$ cat src/rtl/positional_insert_delete_list_unit_defines.svh
// assertion macros shared by the list unit rtl
// expects clk and rst_n in the scope of each use
`ifndef POSITIONAL_INSERT_DELETE_LIST_UNIT_DEFINES_SVH
`define POSITIONAL_INSERT_DELETE_LIST_UNIT_DEFINES_SVH

// same-cycle implication, muted during reset
`define PIDL_ASSERT_IMP(lbl, ante, cons, msg) \
  lbl: assert property (@(posedge clk) disable iff (!rst_n) (ante) |-> (cons)) \
    else $error(msg);

// next-cycle implication, muted during reset
`define PIDL_ASSERT_NEXT(lbl, ante, cons, msg) \
  lbl: assert property (@(posedge clk) disable iff (!rst_n) (ante) |=> (cons)) \
    else $error(msg);

`endif

$ cat src/rtl/pidl_pkg.sv
// shared codes and field widths for the positional list unit
// no dependencies
package pidl_pkg;

  localparam int POS_BITS       = 7;
  localparam int VALUE_BITS     = 32;
  localparam int LEN_BITS       = 7;
  localparam int CMD_BITS       = 3;
  localparam int STATUS_BITS    = 2;
  localparam int IN_TDATA_BITS  = 40;
  localparam int OUT_TDATA_BITS = 48;

  // command codes
  localparam logic [CMD_BITS-1:0] CMD_INSERT  = 3'd0;
  localparam logic [CMD_BITS-1:0] CMD_APPEND  = 3'd1;
  localparam logic [CMD_BITS-1:0] CMD_DELETE  = 3'd2;
  localparam logic [CMD_BITS-1:0] CMD_REPLACE = 3'd3;
  localparam logic [CMD_BITS-1:0] CMD_READ    = 3'd4;

  // result status codes
  localparam logic [STATUS_BITS-1:0] ST_OK    = 2'd0;
  localparam logic [STATUS_BITS-1:0] ST_RANGE = 2'd1;
  localparam logic [STATUS_BITS-1:0] ST_FULL  = 2'd2;

endpackage

$ cat src/rtl/positional_insert_delete_list_unit.sv
// positional insert/delete list: sequencer, count and result register
// depends on pidl_pkg, pidl_ram and positional_insert_delete_list_unit_defines.svh
//
//  channel | dir | tdata (low bit up)                        | tuser
//  --------+-----+-------------------------------------------+-----------
//  in_     | in  | position[6:0], value[38:7], zero pad      | cmd[2:0]
//  out_    | out | read_data[31:0], length[38:32],            | none
//          |     | status[40:39], zero pad                   |
//
//  a command passes CHECK, then SHIFT and FINAL for an insert or delete that
//  succeeds, or RDWAIT for a read, then DONE; insert or delete moves m entries
//  (count - position, one less for delete)
//  the shift moves one entry per cycle through the single memory port pair
//  reset clears state, count and the result valid; the store is not cleared
//  in_tready is high only while idle; a result may wait in the output register
`include "positional_insert_delete_list_unit_defines.svh"

module positional_insert_delete_list_unit #(
  parameter int CAPACITY     = 64,
  parameter int ELEMENT_BITS = 32
) (
  input  logic                                 clk,
  input  logic                                 rst_n,
  // slave side
  input  logic                                 in_tvalid,
  output logic                                 in_tready,
  input  logic [pidl_pkg::IN_TDATA_BITS-1:0]   in_tdata,   // position, value
  input  logic [pidl_pkg::CMD_BITS-1:0]        in_tuser,   // cmd
  // master side
  output logic                                 out_tvalid,
  input  logic                                 out_tready,
  output logic [pidl_pkg::OUT_TDATA_BITS-1:0]  out_tdata   // read_data, length, status
);

  localparam int AW    = $clog2(CAPACITY);
  localparam int CW    = $clog2(CAPACITY + 1);
  localparam int CMPW  = (CW > pidl_pkg::POS_BITS) ? CW : pidl_pkg::POS_BITS;
  localparam int WIDEW = (ELEMENT_BITS > pidl_pkg::VALUE_BITS) ?
                         ELEMENT_BITS : pidl_pkg::VALUE_BITS;
  localparam int OUT_USED = pidl_pkg::VALUE_BITS + pidl_pkg::LEN_BITS +
                            pidl_pkg::STATUS_BITS;

  typedef enum logic [2:0] {
    S_IDLE,
    S_CHECK,
    S_SHIFT,
    S_FINAL,
    S_RDWAIT,
    S_DONE
  } state_t;

  // registers
  state_t                               state_r, state_nxt;
  logic [pidl_pkg::CMD_BITS-1:0]        cmd_r, cmd_nxt;
  logic [pidl_pkg::POS_BITS-1:0]        pos_r, pos_nxt;
  logic [ELEMENT_BITS-1:0]              val_r, val_nxt;
  logic [CW-1:0]                        count_r, count_nxt;
  logic [AW-1:0]                        cursor_r, cursor_nxt;
  logic [AW-1:0]                        dst_r, dst_nxt;
  logic [AW-1:0]                        tgt_r, tgt_nxt;
  logic [CW-1:0]                        moves_r, moves_nxt;
  logic                                 pend_r, pend_nxt;
  logic [pidl_pkg::STATUS_BITS-1:0]     status_r, status_nxt;
  logic [pidl_pkg::VALUE_BITS-1:0]      rdres_r, rdres_nxt;
  logic                                 out_tvalid_r, out_tvalid_nxt;
  logic [pidl_pkg::OUT_TDATA_BITS-1:0]  out_tdata_r, out_tdata_nxt;

  // memory port
  logic                    ram_we, ram_re;
  logic [AW-1:0]           ram_waddr, ram_raddr;
  logic [ELEMENT_BITS-1:0] ram_wdata, ram_rdata;

  // decode helpers
  logic                            is_ins, is_del;
  logic [CMPW-1:0]                 cnt_x, pos_x, cap_x, ins_pos;
  logic [AW-1:0]                   step_val;
  logic [WIDEW-1:0]                val_wide, rd_wide;
  logic [CMPW-1:0]                 len_x;
  logic [pidl_pkg::VALUE_BITS-1:0] in_value;
  logic [pidl_pkg::POS_BITS-1:0]   in_position;

  // check helpers
  logic                            chk_full_done, chk_quiet;

  assign in_position = in_tdata[pidl_pkg::POS_BITS-1:0];
  assign in_value    = in_tdata[pidl_pkg::POS_BITS +: pidl_pkg::VALUE_BITS];
  assign val_wide    = WIDEW'(in_value);
  assign rd_wide     = WIDEW'(ram_rdata);

  assign is_ins  = (cmd_r == pidl_pkg::CMD_INSERT) || (cmd_r == pidl_pkg::CMD_APPEND);
  assign is_del  = (cmd_r == pidl_pkg::CMD_DELETE);
  assign cnt_x   = CMPW'(count_r);
  assign pos_x   = CMPW'(pos_r);
  assign cap_x   = CMPW'(CAPACITY);
  // append goes at the current end regardless of position
  assign ins_pos = (cmd_r == pidl_pkg::CMD_APPEND) ? cnt_x : pos_x;

  // cursor stepper: down for insert, up for delete
  assign step_val = cursor_r + (is_del ? AW'(1) : {AW{1'b1}});

  assign len_x = CMPW'(count_r);

  pidl_ram #(
    .DEPTH (CAPACITY),
    .WIDTH (ELEMENT_BITS)
  ) u_ram (
    .clk   (clk),
    .we    (ram_we),
    .waddr (ram_waddr),
    .wdata (ram_wdata),
    .re    (ram_re),
    .raddr (ram_raddr),
    .rdata (ram_rdata)
  );

  always_comb begin
    state_nxt      = state_r;
    cmd_nxt        = cmd_r;
    pos_nxt        = pos_r;
    val_nxt        = val_r;
    count_nxt      = count_r;
    cursor_nxt     = cursor_r;
    dst_nxt        = dst_r;
    tgt_nxt        = tgt_r;
    moves_nxt      = moves_r;
    pend_nxt       = 1'b0;
    status_nxt     = status_r;
    rdres_nxt      = rdres_r;
    out_tvalid_nxt = out_tvalid_r && !out_tready;
    out_tdata_nxt  = out_tdata_r;
    ram_we         = 1'b0;
    ram_waddr      = tgt_r;
    ram_wdata      = val_r;
    ram_re         = 1'b0;
    ram_raddr      = step_val;

    unique case (state_r)
      S_IDLE: begin
        if (in_tvalid) begin
          cmd_nxt   = in_tuser;
          pos_nxt   = in_position;
          val_nxt   = val_wide[ELEMENT_BITS-1:0];
          state_nxt = S_CHECK;
        end
      end

      S_CHECK: begin
        rdres_nxt  = '0;
        status_nxt = pidl_pkg::ST_OK;
        state_nxt  = S_DONE;
        if (is_ins) begin
          tgt_nxt = ins_pos[AW-1:0];
          if (ins_pos > cnt_x) begin
            status_nxt = pidl_pkg::ST_RANGE;
          end else if (cnt_x == cap_x) begin
            status_nxt = pidl_pkg::ST_FULL;
          end else begin
            // entries from count-1 down to the target move up one place
            cursor_nxt = cnt_x[AW-1:0];
            moves_nxt  = CW'(cnt_x - ins_pos);
            state_nxt  = S_SHIFT;
          end
        end else if (pos_x >= cnt_x) begin
          // delete, replace, read out of range and unknown commands
          status_nxt = pidl_pkg::ST_RANGE;
        end else begin
          tgt_nxt = pos_x[AW-1:0];
          case (cmd_r)
            pidl_pkg::CMD_DELETE: begin
              // entries above the target move down one place
              cursor_nxt = pos_x[AW-1:0];
              moves_nxt  = CW'(cnt_x - pos_x - CMPW'(1));
              state_nxt  = S_SHIFT;
            end
            pidl_pkg::CMD_REPLACE: begin
              ram_we    = 1'b1;
              ram_waddr = pos_x[AW-1:0];
            end
            pidl_pkg::CMD_READ: begin
              ram_re    = 1'b1;
              ram_raddr = pos_x[AW-1:0];
              state_nxt = S_RDWAIT;
            end
            default: begin
              status_nxt = pidl_pkg::ST_RANGE;
            end
          endcase
        end
      end

      S_SHIFT: begin
        // read the next source while the previous one is written back
        ram_we    = pend_r;
        ram_waddr = dst_r;
        ram_wdata = ram_rdata;
        if (moves_r != '0) begin
          ram_re     = 1'b1;
          ram_raddr  = step_val;
          pend_nxt   = 1'b1;
          dst_nxt    = cursor_r;
          cursor_nxt = step_val;
          moves_nxt  = moves_r - CW'(1);
        end else if (!pend_r) begin
          state_nxt = S_FINAL;
        end
      end

      S_FINAL: begin
        if (is_ins) begin
          ram_we    = 1'b1;
          ram_waddr = tgt_r;
          count_nxt = count_r + CW'(1);
        end else begin
          count_nxt = count_r - CW'(1);
        end
        state_nxt = S_DONE;
      end

      S_RDWAIT: begin
        rdres_nxt = rd_wide[pidl_pkg::VALUE_BITS-1:0];
        state_nxt = S_DONE;
      end

      S_DONE: begin
        if (!out_tvalid_r || out_tready) begin
          out_tvalid_nxt = 1'b1;
          out_tdata_nxt  = {(pidl_pkg::OUT_TDATA_BITS - OUT_USED)'(0), status_r,
                            len_x[pidl_pkg::LEN_BITS-1:0], rdres_r};
          state_nxt      = S_IDLE;
        end
      end

      default: begin
        state_nxt = S_IDLE;
      end
    endcase
  end

  always_ff @(posedge clk) begin
    // payload
    cmd_r       <= cmd_nxt;
    pos_r       <= pos_nxt;
    val_r       <= val_nxt;
    cursor_r    <= cursor_nxt;
    dst_r       <= dst_nxt;
    tgt_r       <= tgt_nxt;
    status_r    <= status_nxt;
    rdres_r     <= rdres_nxt;
    out_tdata_r <= out_tdata_nxt;
    // control
    if (!rst_n) begin
      state_r      <= S_IDLE;
      count_r      <= '0;
      moves_r      <= '0;
      pend_r       <= 1'b0;
      out_tvalid_r <= 1'b0;
    end else begin
      state_r      <= state_nxt;
      count_r      <= count_nxt;
      moves_r      <= moves_nxt;
      pend_r       <= pend_nxt;
      out_tvalid_r <= out_tvalid_nxt;
    end
  end

  assign in_tready  = (state_r == S_IDLE);
  assign out_tvalid = out_tvalid_r;
  assign out_tdata  = out_tdata_r;

  assign chk_full_done = (state_r == S_DONE) && (status_r == pidl_pkg::ST_FULL);
  assign chk_quiet     = (state_r == S_IDLE) || (state_r == S_DONE);

  // checks
  `PIDL_ASSERT_IMP(a_count_cap, 1'b1, count_r <= CW'(CAPACITY), "list count above capacity")
  `PIDL_ASSERT_IMP(a_full_status, chk_full_done, count_r == CW'(CAPACITY), "full with room")
  `PIDL_ASSERT_IMP(a_no_idle_write, chk_quiet, !ram_we, "store written outside a command")
  `PIDL_ASSERT_NEXT(a_count_hold, state_r != S_FINAL, $stable(count_r), "count moved early")

endmodule

$ cat src/rtl/pidl_ram.sv
// element store: one write port, one read port, registered read data
// no dependencies
module pidl_ram #(
  parameter int DEPTH = 64,
  parameter int WIDTH = 32
) (
  input  logic                     clk,
  input  logic                     we,
  input  logic [$clog2(DEPTH)-1:0] waddr,
  input  logic [WIDTH-1:0]         wdata,
  input  logic                     re,
  input  logic [$clog2(DEPTH)-1:0] raddr,
  output logic [WIDTH-1:0]         rdata
);

  logic [WIDTH-1:0] mem [DEPTH];
  logic [WIDTH-1:0] rdata_r;

  always_ff @(posedge clk) begin
    if (we) begin
      mem[waddr] <= wdata;
    end
    if (re) begin
      rdata_r <= mem[raddr];
    end
  end

  assign rdata = rdata_r;

endmodule
$ cat config.mk
export PLATFORM = sky130hd
export DESIGN_NAME = positional_insert_delete_list_unit
export DESIGN_NICKNAME = d
export VERILOG_FILES = /design/src/rtl/pidl_pkg.sv /design/src/rtl/positional_insert_delete_list_unit.sv /design/src/rtl/pidl_ram.sv
export VERILOG_INCLUDE_DIRS = /design/src /design/src/rtl
export SDC_FILE = /design/constraint.sdc
export NUM_CORES = 2
export LEC_CHECK = 0
export ABC_AREA = 1
export BUFFER_PORTS_ARGS = -buffer_cell sky130_fd_sc_hd__buf_2
export CORE_ASPECT_RATIO = 1.25
export CORE_MARGIN = 5
export CORE_UTILIZATION = 45
export DETAILED_ROUTE_END_ITERATION = 8
export PLACE_DENSITY = 0.73
export SLEW_MARGIN = 5
export SYNTH_ARGS = -nofsm -noshare
export SYNTH_HDL_FRONTEND = slang
export SYNTH_SLANG_ARGS = --single-unit
$ cat constraint.sdc
create_clock -name clk -period 4.2 [get_ports clk]
set_input_delay 0.42 -clock clk [delete_from_list [all_inputs] [get_ports clk]]
set_output_delay 0.42 -clock clk [all_outputs]
set_load 0.01 [all_outputs]
==> out/metrics.yaml <==
run_status:
  status: "complete, but fails checks"
  violations: "design-rule violations"
final_layout:
  final_cells: 12484
  final_nets: 9504
  final_layout_size_suffix_gt1_share_pct: 8.60
  final_area_mm2: 0.111
  area_growth_pct: 14.2
logic_synthesis:
  yosysSeqAreaShare_pct: 68.7
  synth_flop_cell: "edfxtp_1"
  async_flop_share_pct: 0
  avgSynthCellArea_um2: 10.5
  ys_warn_count: 0
  ys_ff_latch: 2234
  syn_inst: 9244
  synth_edf_count: 2215
  yosysUniqueCellTypes: 43
  synth_area_mm2: 0.0974
sta:
  setup_viol: 0
  rsz0062_at_grt: "false"
  finalHoldViolations: 0
  final.setup_skew_ns: 0.0243
  tightest_slew_ns: 1.27
  fin_crit_ns: 3.95
  max_freq_ghz: 0.253
  layout_setup_ws_ns: 0.253
  post-route-period-util_pct: 94.0
  slew_viol_final: 0
  slew_headroom_pct: 15.2
global_route:
  grt_pass1_wl_mm: 396
  antenna_found_initial: 3
  grt.overflow.total: 0
  grt_pass1_vias: 66060
  grt_usage_pct: 23.0
  grt_max_degree: 120
critical_path:
  cp_data_required_time_ns: 4.71
  reg2reg_depth: 15
  critPathMaxStageDelay_ns: 0.57
  reg2reg_to: "u_ram.mem[53][14]"
  cp.arrival_ns: 4.45
  r2r_start: "pos_r[2]"
  end_kind: "register"
  path_delay_family: "simple AND/OR/NAND/NOR gates"
  cpMaxStageDelayCell: "o211ai_1"
  cp-start-kind: "register"
  crit_type: "register to register"
  crit_top_cell: "nand2_1"
  reg2reg_setup_slack_ns: 0.25
  cp.buffers_inverters: 5
  path_max_fanout: 32
  cp_cell_sequence: "inv_2 > ha_1 > a21oi_1 > nand2_1 > nand2_1 > nand2_1 > inv_1 > nand3_2 > o211ai_1 > nand2_1 > inv_1 > nand2_1 > buf_4 > nor2_4 > buf_12"
drt:
  wirelength_mm: 266
  drcViolationCount: 2
  vias: 67659
  antenna_left: 0
  wl_per_cell_um: 21.3
  drt_iter0_drc: 8188
  vias_per_cell: 5.42
  firstDrtPassIters: 8
cts:
  cts.clk_slew.worst_paths_ns: 0.06
  clockBufferDepth: 3
  clk-insertion-delay-late_ns: 0.85
  cts-buffers-inserted: 200
  clockRootBuffer: "clkbuf_16"
  cts.sinks: 2234
  cts_tree: "built"
  htreeDepth: 4
floorplanning:
  initial_core_util_pct: 45.1
  rows: 191
  die_h_um: 530
  design.portCount: 97
  die_x_um: 426
  core-area_mm2: 0.216
  dieArea_mm2: 0.226
hold_path:
  hold_depth: 2
  holdPathEnd: "val_r[30]"
  worst_hold_path_type: "primary input to register"
  hp-start: "in_tdata[37]"
run:
  cap_viol_max_count: 0
place:
  place_hpwl_mm: 152
  place_ws_ns: 0.159
  place.port_buffers: 88
  dp.cells: 12069
  dpl-instance-area_mm2: 0.104
  gp_congestion: 0.867
power_and_ir_drop:
  p_per_area_mw_per_mm2: 421
  leakage_nw: 46.0
  peakVddDrop_mv: 0.570
[what timing repair did]
item,CTS,global route
endpoints found under the hold margin,54,0
buffers inserted,0,2
setup endpoints to repair,0,359
gates resized for setup,0,7
hold buffers,45,0
[layout make-up]
class | count | area [um2]
antenna | 3 | 7.51
inverter | 1884 | 7080
timing repair buffer | 461 | 5010
sequential | 2234 | 66900
clock inverter | 126 | 1130
clock buffer | 239 | 5240
multi-input combinational | 4642 | 22200
tap | 2895 | 3620
fill | 17894 | 105000
[metrics by stage]
| step | power, mW | setup TNS, ns | util (%) | hold WS (ns) |
|---|---|---|---|---|
| after floorplan | 27.6 | -36.93 | - | 0.400 |
| after global placement | 29.1 | 0 | 48.3 | 0.405 |
| after detailed placement | 29.2 | 0 | 48.3 | 0.405 |
| after CTS | 46.9 | 0 | 51.4 | 0.238 |
| after global routing | 48.1 | 0 | 51.5 | 0.271 |
| final | 46.8 | 0 | 51.5 | 0.289 |
[report_power, final]
group | internal, mW | switching, mW | leakage (nW)
Combinational | 1.07 | 2.83 | 22.8
Sequential | 24.9 | 0.0524 | 20.1
Clock | 9.98 | 8.03 | 3.10
[metal layers]
| metal | part of all wire, % | up-vias | routed length (um) | global-route usage [%] |
|---|---|---|---|---|
| met3 | 9.5 | 840 | 25300 | 3.64 |
| met5 | 0.0049 | - | 13 | 0 |
| met4 | 5.5 | 2 | 14600 | 12.1 |
| met2 | 49 | 3891 | 130000 | 39.3 |
| li1 | - | 30585 | - | - |
| met1 | 36 | 32341 | 95900 | 28.3 |
[synthesized netlist by cell type (2+ instances only)]
cell	instances	area share, %
edfxtp_1	2215	68
nand2_1	2137	8.2
nand3_1	1997	10
inv_1	1878	7.2
buf_2	260	1.3
clkbuf_1	190	0.73
nand3b_1	161	1.2
nor2_1	125	0.48
o21ai_0	79	0.41
a21oi_1	44	0.23
buf_1	31	0.12
ha_1	30	0.39
dfxtp_1	19	0.39
buf_4	9	0.069
o211ai_1	7	0.054
xnor2_1	7	0.063
xor2_1	6	0.054
inv_2	5	0.019
fa_1	4	0.082
nor3_1	4	0.021
nor2_2	3	0.019
o221ai_1	3	0.027
or2_2	3	0.019
a22oi_1	2	0.015
a31oi_1	2	0.013
nand2_2	2	0.013
nand3_2	2	0.021
nand4_1	2	0.013
o21ai_1	2	0.010
o21ai_4	2	0.033
[registers in the layout, indices dropped and copies added (netlist names)]
register     flops
cmd_r            3
moves_r          7
state_r          3
pos_r            7
status_r         2
rdres_r         32
cnt_x            7
cursor_r         6
dst_r            6
u_ram.rdata     32
val_r           32
out_tdata       41
tgt_r            6
out_tvalid       1
pend_r           1
u_ram.mem     2048
[logic make-up (layout without fill, tap and decap cells)]
| family | after synthesis | in the layout | synth area share (%) |
|---|---|---|---|
| buffers and inverters | 2374 | 2710 | 9.52 |
| xor gates and xnor gates | 13 | 13 | 0.117 |
| adders and majority gates | 34 | 34 | 0.468 |
| DFF | 2234 | 2234 | 68.7 |
| AOI/OAI and AO/OA | 146 | 146 | 0.830 |
| other | 1 | 10 | 0.00385 |
| muxes | 1 | 1 | 0.0103 |
| and+or+nand+nor | 4441 | 4441 | 20.4 |
[cell usage in the layout, fill, tap and decap left out, types with 8 or more instances in the layout]
| master | Yosys | final |
|---|---|---|
| buf_12 | 0 | 131 |
| dfxtp_1 | 19 | 19 |
| clkinv_2 | 0 | 34 |
| inv_1 | 1878 | 1876 |
| buf_4 | 9 | 193 |
| clkinvlp_4 | 0 | 8 |
| clkbuf_1 | 190 | 35 |
| o21ai_0 | 79 | 46 |
| a21oi_1 | 44 | 43 |
| nand3_1 | 1997 | 1997 |
| ha_1 | 30 | 30 |
| nor2_1 | 125 | 60 |
| nand3b_1 | 161 | 161 |
| edfxtp_1 | 2215 | 2215 |
| o21ai_4 | 2 | 38 |
| nand2_1 | 2137 | 2132 |
| dlygate4sd3_1 | 0 | 45 |
| clkbuf_16 | 0 | 204 |
| clkinv_1 | 1 | 52 |
| bufinv_16 | 0 | 18 |
| buf_2 | 260 | 88 |
| nor2_4 | 1 | 66 |
[worst max-delay path by stage]
| stage | from | end | slack [ns] | cells after the start |
|---|---|---|---|---|
| after CTS | pos_r[2] | u_ram.rdata[19] | 0.1 | 15 |
| after global placement | pos_r[2] | u_ram.rdata[17] | 0.19 | 19 |
| after floorplan | state_r[1] | u_ram.mem[0][0] | -0.14 | 6 |
| after global routing | pos_r[2] | u_ram.mem[53][16] | 0.007 | 15 |
| after detailed placement | pos_r[2] | u_ram.rdata[17] | 0.16 | 19 |
| final | pos_r[2] | u_ram.mem[53][14] | 0.25 | 15 |
[worst register-to-register path: cells and delay by family, from the launching register on]
kind | cells | cell delay (ns)
buffers and inverters | 5 | 0.95
flip-flops | 1 | 0.47
adder cells (fa/ha/maj) | 1 | 0.31
AO/OA/AOI/OAI | 2 | 0.78
AND/OR/NAND/NOR | 7 | 1.08
Note: power is estimated with default switching activity, not from simulation.
